<file path="src/rtl/assert_macros.svh">
// ----------------------------------------------------------------------------
// Assertion macros
// Clocked assertion helpers shared by the report queue RTL.
// ----------------------------------------------------------------------------
`ifndef ASSERT_MACROS_SVH
`define ASSERT_MACROS_SVH

// Property checked at every rising clock edge outside reset.
`define ASSERT_CLK(label, prop, msg) \
  label: assert property (@(posedge clk_i) disable iff (!rst_ni) (prop)) else $error(msg);

// Implication checked at every rising clock edge outside reset.
`define ASSERT_IMPL(label, cond, prop, msg) \
  label: assert property (@(posedge clk_i) disable iff (!rst_ni) (cond) |-> (prop)) \
    else $error(msg);

`endif

</file>
<file path="src/rtl/rqdo_ram.sv">
// ----------------------------------------------------------------------------
// Generic RAM
// One write port and one read port with registered read data that holds
// its value while no read is issued.
// ----------------------------------------------------------------------------
`timescale 1ns / 1ps

module rqdo_ram #(
  parameter int Width = 8,
  parameter int Depth = 64,
  localparam int AddrW = (Depth > 1) ? $clog2(Depth) : 1
) (
  input  logic             clk_i,
  input  logic             wr_en_i,
  input  logic [AddrW-1:0] wr_addr_i,
  input  logic [Width-1:0] wr_data_i,
  input  logic             rd_en_i,
  input  logic [AddrW-1:0] rd_addr_i,
  output logic [Width-1:0] rd_data_o
);

  logic [Width-1:0] mem_q [Depth];
  logic [Width-1:0] rd_data_q;

  always_ff @(posedge clk_i) begin
    if (wr_en_i) begin
      mem_q[wr_addr_i] <= wr_data_i;
    end
    if (rd_en_i) begin
      rd_data_q <= mem_q[rd_addr_i];
    end
  end

  assign rd_data_o = rd_data_q;

endmodule

</file>
<file path="config.mk">
export PLATFORM = sky130hd
export DESIGN_NAME = rqdo_ram
export DESIGN_NICKNAME = d
export VERILOG_FILES = /design/src/rtl/assert_macros.svh /design/src/rtl/rqdo_ram.sv
export SDC_FILE = /design/constraint.sdc
export NUM_CORES = 1
export LEC_CHECK = 0
export BUFFER_PORTS_ARGS = -buffer_cell sky130_fd_sc_hd__buf_2
export CORE_UTILIZATION = 35
export CTS_BUF_LIST = sky130_fd_sc_hd__clkbuf_4 sky130_fd_sc_hd__clkbuf_8
export DETAILED_ROUTE_END_ITERATION = 12
export PLACE_DENSITY_LB_ADDON = 0.15
export SYNTH_ARGS = -nofsm -noshare
export SYNTH_HDL_FRONTEND = slang
export SYNTH_SLANG_ARGS = --single-unit
</file>
<file path="constraint.sdc">
create_clock -name clk_i -period 2.8 [get_ports clk_i]
set_clock_uncertainty 0.1 [all_clocks]
set_input_delay 0.28 -clock clk_i [delete_from_list [all_inputs] [get_ports clk_i]]
set_output_delay 0.28 -clock clk_i [all_outputs]
set_load 0.02 [all_outputs]
</file>
### After elaboration in Yosys (flattened, before gate mapping)

Memory sizes are Yosys's and may differ from the RTL's. A register that Yosys moved wholly into a read port is not among the register bits.
Cells that the tools add are included.

| word-level totals | value |
|---|---|
| bits in registers | 0 |
| memories | 1 |
| output and inout bits | 8 |
| logic and storage cells | 3 |
| input port bits | 23 |
| memory bits (writable) | 512 |

Memories:

| name | depth | width | read ports | clocked after Yosys merged registers in | write ports | RTL line | RTL |
|---|---|---|---|---|---|---|---|
| mem_q | 64 | 8 | 1 | 1 | 1 | rqdo_ram.sv:22 | `logic [Width-1:0] mem_q [Depth];` |

| cells by class | value |
|---|---|
| muxes and demuxes | 2 |

Operators with widths:

| kind | count |
|---|---|
| two-way mux 1 bit | 2 |

### Depth between registers and ports, before layout

Gate-level depths: netlist (run 1).

| logic depth | value |
|---|---|
| depth after elaboration | 2 |
| depth in mapped cells | 9 |
| mapped depth without buffers | 5 |

### Worst setup path before layout (run 1)

No wires, ideal clock.

| timing | value |
|---|---|
| kind | input -> register |
| start | in rd_addr_i[1] |
| end | reg rd_data_q[3], in the netlist rd_data_o[3], read port of mem_q (data pin) |
| path buffers | 3 |
| library setup time | 266 ps |
| arrival | 1820 ps |
| stages on the path | 7 |
| setup slack | 614 ps |
| cell sequence | buf_4 buf_2 buf_2 mux4_2 mux4_2 o21ai_1 o41ai_1 |

RTL lines:

| item | RTL line | RTL |
|---|---|---|
| start: declaration | rqdo_ram.sv:18 | `input logic [AddrW-1:0] rd_addr_i,` |
| end: declaration | rqdo_ram.sv:23 | `logic [Width-1:0] rd_data_q;` |

==> results of run 1 <==
-- routing by layer --
layer  vias to the layer above  global-route usage, %  routed length [um]
met5                         -                      0                   0
met4                         0                   6.53                1230
met3                        77                   3.23                2300
met2                       244                   26.4               22800
met1                      5338                   23.7               22300
li1                       4331                      -                   -
-- flip-flops by register name, indices dropped and copies added (netlist names) --
name       count
mem_q        512
rd_data_o      8
-- cell usage in the layout (no fill, tap or decap), types with 3 or more instances in the layout --
cell type and count:
a21oi_1 3, nor3_1 7, o2bb2ai_1 3, edfxtp_1 520
buf_2 27, mux2_2 13, buf_4 104, o22ai_1 8
nand2_1 19, a221oi_1 6, mux2i_1 23, nand3b_1 3
a211oi_1 4, clkbuf_8 91, o2111ai_1 3, mux4_2 126
clkinv_2 7, nand3_1 13, nor2b_1 14, a22oi_1 3
dlygate4sd3_1 7, nor2_1 83, clkbuf_4 27, o221ai_1 8
nand2b_1 7, buf_12 12, clkinv_1 27
-- metrics by stage --
| step | setup WS, ns | total power, W |
|---|---|---|
| 6_report | 0.511 | 0.0159 |
| 5_1_grt | 0.472 | 0.0165 |
| 4_1_cts | 0.528 | 0.0161 |
| 3_5_place_dp | -0.0116 | 0.00970 |
| 3_3_place_gp | -0.0210 | 0.00969 |
| 2_1_floorplan | 0.614 | 0.00928 |
-- worst min-delay path, delay by kind of cell --
kind	cells	cell delay [ns]
buffers and inverters	1	0.22
AND/OR/NAND/NOR	1	0.11
AO/OA/AOI/OAI	1	0.06
-- area by class of cell --
type	instances	area (um^2)	share of cell area (%)
sequential	520	15600	65.7
multi-input combinational	369	4320	18.2
clock buffer	117	1440	6.07
timing repair buffer	151	1240	5.22
tap	756	946	3.98
clock inverter	38	190	0.801
antenna	2	5.00	0.0211
-- worst paths after layout --
path	from	endpoint	slack (ns)	cells after the start
worst max-delay path	mem_q[21][4]$_DFFE_PP_	rd_data_o[4]$_DFFE_PP_	0.51	5
worst min-delay path	rd_addr_i[5]	rd_data_o[1]$_DFFE_PP_	0.07	3
worst max register to register	mem_q[21][4]$_DFFE_PP_	rd_data_o[4]$_DFFE_PP_	0.51	5
worst min register to register	mem_q[23][1]$_DFFE_PP_	rd_data_o[1]$_DFFE_PP_	0.83	4
-- cells by family (layout without fill, tap and decap cells) --
kind of cell	Yosys count	after routing	synth area share (%)
flops	520	520	77.1
simple gates	153	153	3.37
compound gates	54	54	2.06
mux	162	162	15.9
other cells	0	2	0
buf+inv	51	306	1.56
-- where the power goes --
group / internal, W / switching, W
sequential: 0.00864 / 0.0000229
combinational: 0.000348 / 0.000525
clock: 0.00342 / 0.00293
total: 0.0124 / 0.00348
==> metrics.csv, run 1 <==
stage,metric,value,unit
place,detailedPlacementHpwl,30900,um
finish,proportion_of_layout_cells_with_a_drive_suffix_above_1,34.6,%
floorplan,floorplan.die.height,243,um
synth,ys_top_cells_by_count,"edfxtp_1, mux4_2, nor2_1, mux2i_1, nand2_1",
clocking,clock_tree.buffer_depth,3,
floorplan,fp-row-count,87,
synth,synth-main-ff-cell,edfxtp_1,
synth,synth.cell_area,0.0202,mm^2
setup_path,critPathSlowestCell,mux4_2,
synth,synth-warning-count,0,
clocking,post-cts-setup-buffer-count,0,
setup_path,critPathRequiredTime,3.09,ns
synth,post-synth-top-area-cell,edfxtp_1,
finish,finish.cell_count_without_fillers,1953,
setup_path,critical-path-max-stage-delay,0.48,ns
pwr,leakagePower,7.62,nW
synth,mappedNetlistNets,963,
grt,pin_count_of_the_biggest_net_entering_global_routing,65,
setup_path,critical-path-top-delay-family,multiplexers,
setup_path,worst-setup-path-type,reg2reg,
grt,initial_antenna_violation_count,2,
synth,yosys_register_bits,520,
sta,post-route-period-util,81.7,%
clocking,numCtsBuffers,86,
clocking,clkTransAtPathRegs,0.06,ns
synth,syn-instance-count,940,
sta,grt_setup_unrepaired,no,
synth,syn_avg_cell_area,21.5,um^2
finish,utilization,41.8,%
setup_path,critical_path_arrival,2.57,ns
clocking,tritoncts_num_sinks,520,
worst_hold_path,hold_path_class,in2reg,
drt,total_via_count_after_detailed_routing,9990,
drt,detail_route.vias_per_cell,5.12,
pwr,pwr_dens,669,mW/mm^2
sta,post-route-min-period,2.29,ns
place,port-buffer-count,30,
synth,synth.distinct_cells,39,
clocking,clock_latency_on_the_worst_skew_pair,0.67,ns
clocking,ctsHtreeMaxLevel,3,
synth,synth_async_sr_flop_share,0,%
setup_path,critical_path_buf_inv_count,0,
drt,drtAntennaViolNets,0,
sta,setup_violations,0,
clocking,ctsHoldBuffers,7,
synth,synthMostInstantiatedCell,edfxtp_1,
drt,remaining_drc_errors,0,
sta,worst_slew_margin_rel,44.0,%
synth,synth_seq_area_share,77.1,%
pwr,vdd_drop_max,0.299,mV
setup_path,crit_path_max_fanout,1,
clocking,cts_tree,built,
finish,nFillCells,5031,
sta,hold_ws,0.0739,ns
grt,groute.usage.overall,17.0,%
synth,synth-edff-count,520,
flow_run,drv_cap,0,
synth,synth_top_area_share,77.1,%
setup_path,worstSetupEndpointType,register,
sta,tns,0,ns
floorplan,initial_core_utilization,35.6,%
drt,wirelength,48700,um
place,post_placement_cell_area,0.0220,mm^2
finish,finish.instance_area,0.0238,mm^2
sta,fmax,437,MHz
clocking,cts.repair.resized,0,
floorplan,top_level_ports,31,
drt,drt_first_iter_violations,671,
finish,num-nets-final,1151,
place,place.detailed.instances,1789,
drt,drt-pass1-iter-count,5,
setup_path,worstPathCellList,mux4_2 -> mux2_2 -> o221a_2 -> nor3_1 -> o32ai_1,
finish,area_delta_synth_final,17.3,%
grt,overflow,0,
grt,first_pass_grt_wire_length,71900,um
floorplan,die_footprint,0.0588,mm^2
setup_path,worstSetupStartpointType,register,
sta,final-hold-violation-count,0,
floorplan,die_width,243,um
clocking,cts.root.buffer_cell,clkbuf_8,
drt,post_drt_wl_per_cell,24.9,um
sta,worst_pin_slew,0.840,ns
floorplan,floorplan.core_area,0.0568,mm^2
place,gpl.final_weighted_congestion,0.775,
grt,via_count_of_the_first_global_routing_pass,10600,
synth,ys_top_cells_by_area,"edfxtp_1, mux4_2, nor2_1",
run_status,result_of_the_run,completed,
sta,final_max_slew_viol_count,0,
No activity file was read; power rests on OpenSTA's default activity.
==> run 2, diff against run 1 <==
clock period = 2.06 ns   (was 2.8 ns; I/O delays follow)
==> run 2 against run 1 <==
Net effect:
- the run now ends with setup timing left
- register-to-register slack got worse by 0.61 ns
- combinational power rose by 55%
- critical path type unchanged
- flip-flop and latch count unchanged
- non-clock buffer count up 70
- maximum frequency increased by 6.0%
- power rose by 38%
==> metrics.csv, run 2 (synthesized netlist as in run 1, its figures left out) <==
stage,metric,value,unit,change
floorplan,die_footprint,0.0588,mm^2,unchanged
finish,finish.instance_area,0.0245,mm^2,+3.0%
finish,nFillCells,5017,,-0.28%
floorplan,floorplan.die.height,243,um,unchanged
run_status,result_of_the_run,"finished, violations left",,
grt,initial_antenna_violation_count,1,,-1
drt,drt-pass1-iter-count,5,,unchanged
sta,grt_setup_unrepaired,yes,,
setup_path,worst-setup-path-type,reg2reg,,
sta,worst_slew_margin_rel,35.8,%,-8.2 points
place,gpl.final_weighted_congestion,0.805,,+3.9%
drt,drt_first_iter_violations,721,,+7.5%
pwr,power.share.switching,22.4,%,+0.48 points
sta,final_max_slew_viol_count,0,,unchanged
sta,post-route-min-period,2.16,ns,-0.130 ns
setup_path,critPathSlowestCell,mux4_2,,
clocking,numCtsBuffers,86,,unchanged
finish,largest_register_ffs,512,,unchanged
setup_path,critical_path_buf_inv_count,1,,+1
finish,layout.cells.most_common,edfxtp_1,,
sta,fmax,463,MHz,+6.0%
pwr,p_total,0.0220,W,+38%
pwr,seqPwrFrac,53.6,%,-0.9 points
pwr,pwr-share-clk,40.2,%,+0.2 points
finish,num-nets-final,1221,,+6.1%
finish,proportion_of_layout_cells_with_a_drive_suffix_above_1,40.2,%,+5.6 points
setup_path,critical-path-top-delay-family,multiplexers,,
setup_path,worstPathCellList,mux4_2 -> mux2_4 -> o221a_4 -> nor3_2 -> buf_4 -> o32ai_2,,
finish,mostFrequentLayoutCells,"edfxtp_1, buf_4, mux4_2, clkbuf_8, nor2_1",,
setup_path,critPathRequiredTime,2.38,ns,-0.71 ns
pwr,power.combinational.fraction,6.1,%,+0.6 points
floorplan,die_width,243,um,unchanged
grt,first_pass_grt_wire_length,74800,um,+4.0%
clocking,ctsHtreeMaxLevel,3,,unchanged
grt,overflow,0,,unchanged
sta,worst_pin_slew,0.962,ns,+0.123 ns
sta,hold_ws,0.0925,ns,+0.0186 ns
finish,top_register,mem_q,,
drt,remaining_drc_errors,0,,unchanged
place,place.detailed.instances,1863,,+4.1%
clocking,clkTransAtPathRegs,0.06,ns,about the same
floorplan,top_level_ports,31,,unchanged
place,post_placement_cell_area,0.0226,mm^2,+2.6%
grt,pin_count_of_the_biggest_net_entering_global_routing,65,,unchanged
clocking,post-cts-setup-buffer-count,0,,unchanged
floorplan,floorplan.core_area,0.0568,mm^2,unchanged
clocking,clock_latency_on_the_worst_skew_pair,0.67,ns,about the same
setup_path,crit_path_max_fanout,1,,unchanged
setup_path,worstSetupStartpointType,register,,
sta,finalWorstSetupSlack,-0.0981,ns,-0.610 ns
sta,final-hold-violation-count,0,,unchanged
drt,post_drt_wl_per_cell,25.1,um,+0.52%
pwr,pwr_dens,897,mW/mm^2,+34%
sta,setup_violations,2,,+2
pwr,vdd_drop_max,0.486,mV,+62%
sta,post-route-period-util,105,%,+23 points
floorplan,fp-row-count,87,,unchanged
clocking,cts.root.buffer_cell,clkbuf_8,,
drt,total_via_count_after_detailed_routing,10200,,+2.4%
worst_hold_path,hold_path_class,in2reg,,
drt,wirelength,50600,um,+4.0%
setup_path,critical-path-max-stage-delay,0.46,ns,-0.02 ns
place,port-buffer-count,30,,unchanged
pwr,internal_power,0.0170,W,+37%
grt,groute.usage.overall,17.7,%,+0.70 points
place,place_ws,-0.590,ns,-0.578 ns
flow_run,drv_cap,0,,unchanged
floorplan,initial_core_utilization,35.6,%,unchanged
pwr,leakagePower,8.04,nW,+5.5%
setup_path,critical_path_arrival,2.47,ns,-0.10 ns
clocking,clock_tree.buffer_depth,3,,unchanged
setup_path,worstSetupEndpointType,register,,
drt,drtAntennaViolNets,0,,unchanged
finish,area_delta_synth_final,20.9,%,
run_status,violations,setup timing,,
place,detailedPlacementHpwl,32900,um,+6.2%
clocking,cts_tree,built,,
pwr,switching_power,0.00492,W,+41%
clocking,tritoncts_num_sinks,520,,unchanged
grt,via_count_of_the_first_global_routing_pass,10900,,+3.5%
finish,finish.cell_count_without_fillers,2021,,+3.5%
drt,detail_route.vias_per_cell,5.06,,-1.0%
-- run 2: per-stage QoR --
step / setup TNS [ns] / utilization [%]
3_3_place_gp: -3.57 / 39.8
5_1_grt: -0.358 / 43.1
4_1_cts: -0.195 / 42.9
6_report: -0.181 / 43.1
3_5_place_dp: -3.69 / 39.8
2_1_floorplan: 0 / -
-- run 2: power groups by stage --
stage / registers [W] / logic [W] / clock network [W]
final: 0.0118 / 0.00135 / 0.00884
after global routing: 0.0118 / 0.00144 / 0.00951
after CTS: 0.0118 / 0.00134 / 0.00907
after detailed placement: 0.0120 / 0.00132 / 0
after global placement: 0.0120 / 0.00131 / 0
after floorplan: 0.0120 / 0.000626 / 0
-- run 2: cell type report --
cell class / instances / area, um^2 / area share (%)
flip-flops and latches: 520 / 15600 / 63.8
multi-input cells: 369 / 4480 / 18.3
repair buffers: 221 / 1770 / 7.24
clock buffers: 116 / 1420 / 5.78
well taps: 756 / 946 / 3.87
clock inverters: 38 / 238 / 0.972
diodes: 1 / 2.50 / 0.0102
-- run 2: what timing repair did --
action,in CTS,in global routing
setup endpoints to repair,7,8
gates resized for setup,12,20
hold buffers,4,0
hold endpoints to repair,103,0
pin swaps,4,5
-- run 2: final timing paths --
kind                                             start                      to  slack, ns  depth (start not counted)
worst max-delay path            mem_q[16][4]$_DFFE_PP_  rd_data_o[4]$_DFFE_PP_       -0.1                          6
worst min-delay path                      wr_data_i[3]  mem_q[51][3]$_DFFE_PP_       0.09                          1
worst max register to register  mem_q[16][4]$_DFFE_PP_  rd_data_o[4]$_DFFE_PP_       -0.1                          6
worst min register to register  mem_q[30][4]$_DFFE_PP_  rd_data_o[4]$_DFFE_PP_       0.81                          3
-- run 2: layer usage --
| metal | GRT usage, % | up-vias | wire length [um] |
|---|---|---|---|
| met1 | 24.4 | 5412 | 22400 |
| met5 | 0 | - | 0 |
| met3 | 3.83 | 70 | 2920 |
| met2 | 28.4 | 276 | 24300 |
| li1 | - | 4473 | - |
| met4 | 4.80 | 0 | 1000 |
==> run 3, diff against run 2 <==
GPL_ROUTABILITY_DRIVEN = 0   (was default)
clock period = 2.7 ns   (was 2.06 ns; I/O delays follow)
==> run 3 against run 2 <==
Net effect:
- the flow now finishes without violations
- global-route usage up 0.085 points
- largest cell class unchanged
- wire length grew 0.45%
- non-clock buffer count decreased by 56
- critical path type unchanged
- critical path depth grew 1
- highest routed layer unchanged
- die area unchanged
==> metrics.csv, run 3 (synthesized netlist as in run 1, its figures left out) <==
stage,metric,value,unit,change
run_status,result_of_the_run,completed,,
finish,layout.cells.most_common,edfxtp_1,,
floorplan,floorplan.die.height,243,um,unchanged
grt,via_count_of_the_first_global_routing_pass,10600,,-3.4%
pwr,power.combinational.fraction,5.6,%,-0.5 points
setup_path,critPathSlowestCell,mux4_2,,
clocking,cts_tree,built,,
finish,top_register,mem_q,,
sta,post-route-min-period,2.24,ns,+0.0806 ns
setup_path,crit_path_max_fanout,1,,unchanged
grt,groute.usage.overall,17.8,%,+0.085 points
floorplan,floorplan.core_area,0.0568,mm^2,unchanged
setup_path,critPathMostFrequentCell,buf_4,,
sta,final-hold-violation-count,0,,unchanged
sta,post-route-period-util,82.9,%,-22 points
setup_path,worstSetupStartpointType,register,,
setup_path,critPathRequiredTime,3.03,ns,+0.65 ns
drt,remaining_drc_errors,0,,unchanged
clocking,clock_tree.buffer_depth,3,,unchanged
drt,total_via_count_after_detailed_routing,9999,,-2.3%
setup_path,worstPathCellList,mux4_2 -> mux2_2 -> o221a_2 -> nor3_1 -> buf_4 -> o32ai_1 -> buf_4,,
drt,drt-pass1-iter-count,5,,unchanged
drt,detail_route.vias_per_cell,5.11,,+0.98%
clocking,cts.root.buffer_cell,clkbuf_8,,
finish,largest_register_ffs,512,,unchanged
clocking,post-cts-setup-buffer-count,0,,unchanged
clocking,clock_latency_on_the_worst_skew_pair,0.66,ns,about the same
pwr,seqPwrFrac,54.1,%,+0.5 points
grt,initial_antenna_violation_count,1,,unchanged
setup_path,critical_path_arrival,2.57,ns,+0.10 ns
pwr,pwr-share-clk,40.3,%,about the same
pwr,power.share.switching,21.7,%,-0.68 points
finish,num-nets-final,1166,,-4.5%
finish,proportion_of_layout_cells_with_a_drive_suffix_above_1,35.9,%,-4.2 points
floorplan,initial_core_utilization,35.6,%,unchanged
finish,nFillCells,5025,,+0.16%
setup_path,critical-path-max-stage-delay,0.47,ns,about the same
setup_path,worstSetupEndpointType,register,,
finish,ff_latch_area,0.0156,mm^2,unchanged
sta,fmax,447,MHz,-3.6%
sta,grt_setup_unrepaired,no,,
grt,pin_count_of_the_biggest_net_entering_global_routing,65,,unchanged
sta,final_max_slew_viol_count,0,,unchanged
clocking,clkTransAtPathRegs,0.07,ns,about the same
place,detailedPlacementHpwl,33000,um,+0.39%
finish,mostFrequentLayoutCells,"edfxtp_1, mux4_2, buf_4, clkbuf_8, nor2_1",,
floorplan,die_footprint,0.0588,mm^2,unchanged
clocking,tritoncts_num_sinks,520,,unchanged
clocking,ctsHoldBuffers,4,,unchanged
sta,tns,0,ns,+0.181 ns
clocking,ctsHtreeMaxLevel,3,,unchanged
place,post_placement_cell_area,0.0222,mm^2,-1.7%
grt,first_pass_grt_wire_length,74600,um,-0.27%
pwr,pwr_dens,694,mW/mm^2,-23%
finish,finish.instance_area,0.0239,mm^2,-2.3%
sta,setup_violations,0,,-2
pwr,switching_power,0.00360,W,-27%
place,port-buffer-count,30,,unchanged
floorplan,fp-row-count,87,,unchanged
grt,overflow,0,,unchanged
sta,worst_slew_margin_rel,49.5,%,+14 points
finish,area_delta_synth_final,18.1,%,
floorplan,die_width,243,um,unchanged
drt,post_drt_wl_per_cell,26.0,um,+3.8%
clocking,cts.repair.resized,0,,-12
sta,worst_pin_slew,0.757,ns,-0.205 ns
worst_hold_path,hold_path_class,in2reg,,
floorplan,top_level_ports,31,,unchanged
drt,wirelength,50900,um,+0.45%
finish,multi_input_comb_area,0.00432,mm^2,-3.7%
pwr,vdd_drop_max,0.290,mV,-40%
drt,drtAntennaViolNets,0,,unchanged
clocking,numCtsBuffers,87,,+1.2%
setup_path,worst-setup-path-type,reg2reg,,
pwr,internal_power,0.0130,W,-24%
drt,drt_first_iter_violations,776,,+7.6%
flow_run,drv_cap,0,,unchanged
pwr,leakagePower,7.71,nW,-4.1%
run 3: cell count changes in the layout (fill, tap and decap cells not counted), moves of 5 or more:
cell / change
buf_4: -60
mux2_4: -5
mux2_2: +5
clkinv_1: -6
run 3: layout make-up:
type | count | area share (%)
multi-input cells | 369 | 18.0
clock inverters | 26 | 0.712
well taps | 756 | 3.96
clock buffers | 119 | 6.12
flip-flops and latches | 520 | 65.3
diodes | 1 | 0.0105
repair buffers | 165 | 5.86
run 3: final timing paths:
kind / startpoint / end / slack (ns) / cells after the start
worst max-delay path: mem_q[21][6]$_DFFE_PP_ / rd_data_o[6]$_DFFE_PP_ / 0.46 / 7
worst min-delay path: wr_data_i[5] / mem_q[16][5]$_DFFE_PP_ / 0.09 / 1
worst max register to register: mem_q[21][6]$_DFFE_PP_ / rd_data_o[6]$_DFFE_PP_ / 0.46 / 7
worst min register to register: mem_q[23][1]$_DFFE_PP_ / rd_data_o[1]$_DFFE_PP_ / 0.81 / 4
run 3: worst max-delay path, delay by kind of cell, from the launching register on:
family / cells / cell delay, ns
AO/OA/AOI/OAI: 2 / 0.35
AND/OR/NAND/NOR: 1 / 0.18
buffers and inverters: 2 / 0.30
multiplexers: 2 / 0.74
flip-flops: 1 / 0.36
run 3: routing by layer:
metal	track usage (%)	vias up	part of all wire, %
li1	-	4351	-
met2	27.7	256	47
met1	25.1	5323	47
met3	3.22	69	4.0
met4	6.24	0	2.2
met5	0	-	0
run 3: metrics by stage:
stage                     util [%]  worst slack, ns  instances  total power [W]  hold slack, ns
final                         42.1            0.461       1956           0.0166          0.0919
after global routing          42.1            0.372       1956           0.0172          0.0877
after CTS                     42.1            0.444       1955           0.0168          0.0220
after detailed placement      39.1           0.0340       1806           0.0101           0.583
after global placement        39.1           0.0282       1806           0.0101           0.589
after floorplan                  -            0.524        940          0.00963           0.269
run 3: power by group through the flow:
stage,registers [W],logic (W),clock network [W]
3_5_place_dp,0.00915,0.000948,0
3_3_place_gp,0.00915,0.000944,0
5_1_grt,0.00898,0.000999,0.00721
2_1_floorplan,0.00915,0.000476,0
4_1_cts,0.00898,0.000953,0.00689
6_report,0.00898,0.000932,0.00668
